**config.mk**
```make
export PLATFORM = sky130hd
export DESIGN_NAME = cpe_ram
export DESIGN_NICKNAME = d
export VERILOG_FILES = /design/src/cpe_ram.sv
export SDC_FILE = /design/constraint.sdc
export NUM_CORES = 1
export LEC_CHECK = 0
export BUFFER_PORTS_ARGS = -buffer_cell sky130_fd_sc_hd__buf_4
export CAP_MARGIN = 40
export CORE_ASPECT_RATIO = 1.2
export CORE_MARGIN = 2
export CORE_UTILIZATION = 50
export DETAILED_ROUTE_END_ITERATION = 16
export GPL_TIMING_DRIVEN = 0
export PLACE_DENSITY = 0.71
export SLEW_MARGIN = 20
export SYNTH_ARGS = -nofsm -noshare
export SYNTH_HDL_FRONTEND = slang
export SYNTH_SLANG_ARGS = --single-unit
```
**constraint.sdc**
```tcl
create_clock -name clk_i -period 2.3 [get_ports clk_i]
set_input_delay 0.345 -clock clk_i [delete_from_list [all_inputs] [get_ports clk_i]]
set_output_delay 0.345 -clock clk_i [all_outputs]
set_load 0.02 [all_outputs]
```
**src/cpe_ram.sv**
```systemverilog
module cpe_ram #(
  parameter int unsigned WIDTH = 8,
  parameter int unsigned DEPTH = 64,
  localparam int unsigned AW = (DEPTH > 1) ? $clog2(DEPTH) : 1
) (
  input  logic             clk_i,
  input  logic             we_i,
  input  logic [AW-1:0]    waddr_i,
  input  logic [WIDTH-1:0] wdata_i,
  input  logic             re_i,
  input  logic [AW-1:0]    raddr_i,
  output logic [WIDTH-1:0] rdata_o
);

  logic [WIDTH-1:0] mem_q [DEPTH];
  logic [WIDTH-1:0] rdata_q;

  always_ff @(posedge clk_i) begin
    if (we_i) begin
      mem_q[waddr_i] <= wdata_i;
    end
    if (re_i) begin
      rdata_q <= mem_q[raddr_i];
    end
  end

  assign rdata_o = rdata_q;

endmodule

```
==> results_dict.tcl <==
set metrics [dict create \
    worstMarginPinSlew_ps 857 \
    pin_count 31 \
    path_clk_slew_ps 60 \
    tns_ps 0 \
    cpPeakStageDelay_ps 520 \
    powerDensity_mw_per_mm2 818 \
    vias 10069 \
    ant_nets 0 \
    stdcell_area_mm2 0.0228 \
    insertion_delay_ps 570 \
    crit_chain "buf_2 > buf_4 > clkbuf_2 > buf_2 > mux2i_1 > a21oi_1 > o21ai_1 > o41ai_2" \
    cts_max_level 2 \
    cts_buffer_depth 3 \
    crit_slowest_cell "buf_2" \
    dr.pass1.iters 7 \
    critical_path_buf_inv_count 4 \
    synth_area_mm2 0.0202 \
    pre_cts_slack_ps -880 \
    grt_max_degree 65 \
    synth_cells 940 \
    nets 1067 \
    routed_wl_um 46700 \
    post_drt_wl_per_cell_um 29.0 \
    rsz0062_at_grt "false" \
    synth_top_area_frac 0.771 \
    skew_ps 22.9 \
    period_share 0.997 \
    grt_pass1_vias 10172 \
    finalHoldViolations 0 \
    hold_path.class "in -> reg" \
    period_needed_ps 2290 \
    max-slew-margin-rel 0.427 \
    seq_area_frac_synth 0.771 \
    clock_sinks 520 \
    worstPathRequired_ps 2570 \
    drc 0 \
    avgSynthCellArea_um2 21.5 \
    setup_viol 0 \
    synth_common_cells "edfxtp_1, mux4_2, nor2_1" \
    ys_top_cells_by_area "edfxtp_1, mux4_2, nor2_1, mux2i_1, mux2_2" \
    grt_pass1_wl_um 68000 \
    overflow 0 \
    syn_to_final_growth_pct 12.5 \
    path_max_fanout 10 \
    vdd_drop_max_mv 0.519 \
    synth_cell_types 39 \
    ys_ff_latch 520 \
    placed_area_mm2 0.0212 \
    coreArea_mm2 0.0398 \
    timing.hold.ws_ps 63.8 \
    cp.arrival_ps 2570 \
    cp-start-kind "primary input" \
    root_buffer "clkbuf_16" \
    status "finished, final reports clean" \
    yosysTopAreaCell "edfxtp_1" \
    dieArea_mm2 0.0421 \
    yosysMostFrequentCell "edfxtp_1" \
    cts_buffers 47 \
    drive_gt1_frac 0.277 \
    synth_edf_count 520 \
    worst_setup_path_end_kind "flip-flop" \
    drtIter0Drc 1232 \
    io_buffers 22 \
    p_leak_nw 7.12 \
    max_cap_violations 0 \
    cts_tree "yes" \
    antenna_found_initial 1 \
    dieHeight_um 224 \
    fp.dieW_um 188 \
    grt_usage 0.226 \
    synthFlopType "edfxtp_1" \
    vias_per_cell 6.26 \
    syn-num-nets 963 \
    synth_async_sr_flop_share 0 \
    max_freq_mhz 436 \
    synth_warnings 0 \
    start_util 0.508 \
    maxSlewViolCount 0 \
    hpwl_um 30100 \
    critPathTopFamily "buffers and inverters" \
    gp_congestion 0.915 \
    finalWorstSetupSlack_ps 6.31 \
    worst-r2r-setup-slack_ps 50 \
    rows 80 \
    critPathMostFrequentCell "buf_2" \
    path_class "in -> reg" \
    insertedDiodeCount 0 \
    cts_setup_buffers 0 \
]
## layer usage
metal	vias up	part of all wire	global-route usage
met4	2	0.050	0.111
met3	114	0.086	0.0440
met1	5290	0.38	0.296
met5	-	0.00028	0
met2	526	0.49	0.368
li1	4137	-	-
## flip-flops by register name, indices dropped and copies added (netlist names)
name,count
mem_q,512
rdata_o,8
## logic make-up (layout without fill, tap and decap cells)
group	after synthesis	in the layout	share of synthesized area
flops	520	520	0.771
mux	162	162	0.159
simple gates	153	153	0.0337
buf+inv	51	187	0.0156
compound gates	54	54	0.0206
## worst paths after layout
| path | start | end | depth (start not counted) |
|---|---|---|---|
| max reg2reg | mem_q[21][4] | rdata_o[4] | 5 |
| min | re_i | rdata_o[4] | 1 |
| min reg2reg | mem_q[30][4] | rdata_o[4] | 3 |
| max | raddr_i[2] | rdata_o[5] | 8 |
## timing repair
| action | 4_1_cts | 5_1_grt |
|---|---|---|
| setup endpoints to repair | 8 | 8 |
| hold buffers | 0 | 0 |
| resized for setup | 7 | 19 |
## power by group
part / leakage, nW / total [mW] / internal [mW] / switching, mW
Sequential: 4.69 / 10.5 / 10.5 / 0.0170
Combinational: 1.78 / 1.08 / 0.397 / 0.684
Clock: 0.659 / 7.02 / 3.82 / 3.21
Total: 7.12 / 18.6 / 14.7 / 3.91
## through the flow
stage	instances	util	total power, mW
final	1609	0.572	18.6
after global routing	1609	0.572	19.1
after CTS	1588	0.566	18.7
after detailed placement	1508	0.532	11.8
after global placement	1495	0.529	11.7
after floorplan	940	-	11.3
## area by class of cell
| cell class | count | area [um2] |
|---|---|---|
| Fill cell | 2909 | 17100 |
| Clock buffer | 61 | 1250 |
| Multi-Input combinational cell | 369 | 4380 |
| Buffer | 50 | 335 |
| Tap cell | 533 | 667 |
| Clock inverter | 20 | 103 |
| Sequential cell | 520 | 15600 |
| Timing Repair Buffer | 56 | 428 |
## layout by cell type (no fill, tap or decap), types with 3 or more instances in the layout
cell / synthesis / layout
clkinv_1: 0 / 13
edfxtp_1: 520 / 520
o22ai_1: 8 / 8
nor2_1: 83 / 83
nand2b_1: 7 / 7
o221ai_1: 8 / 8
a21oi_1: 3 / 3
a221oi_1: 6 / 6
mux2_2: 13 / 13
mux4_2: 126 / 126
clkbuf_2: 0 / 5
nor2b_1: 14 / 14
clkbuf_1: 17 / 25
o2111ai_1: 3 / 3
nand3b_1: 3 / 3
buf_4: 13 / 70
o2bb2ai_1: 3 / 3
buf_2: 11 / 6
buf_6: 4 / 6
nor3_2: 0 / 3
nor3_1: 7 / 4
clkinv_2: 0 / 4
nand2_1: 19 / 19
nand3_1: 13 / 12
a22oi_1: 3 / 3
mux2i_1: 23 / 21
a211oi_1: 4 / 4
clkbuf_4: 0 / 3
clkbuf_16: 0 / 48
No activity file was read; power rests on OpenSTA's default activity.
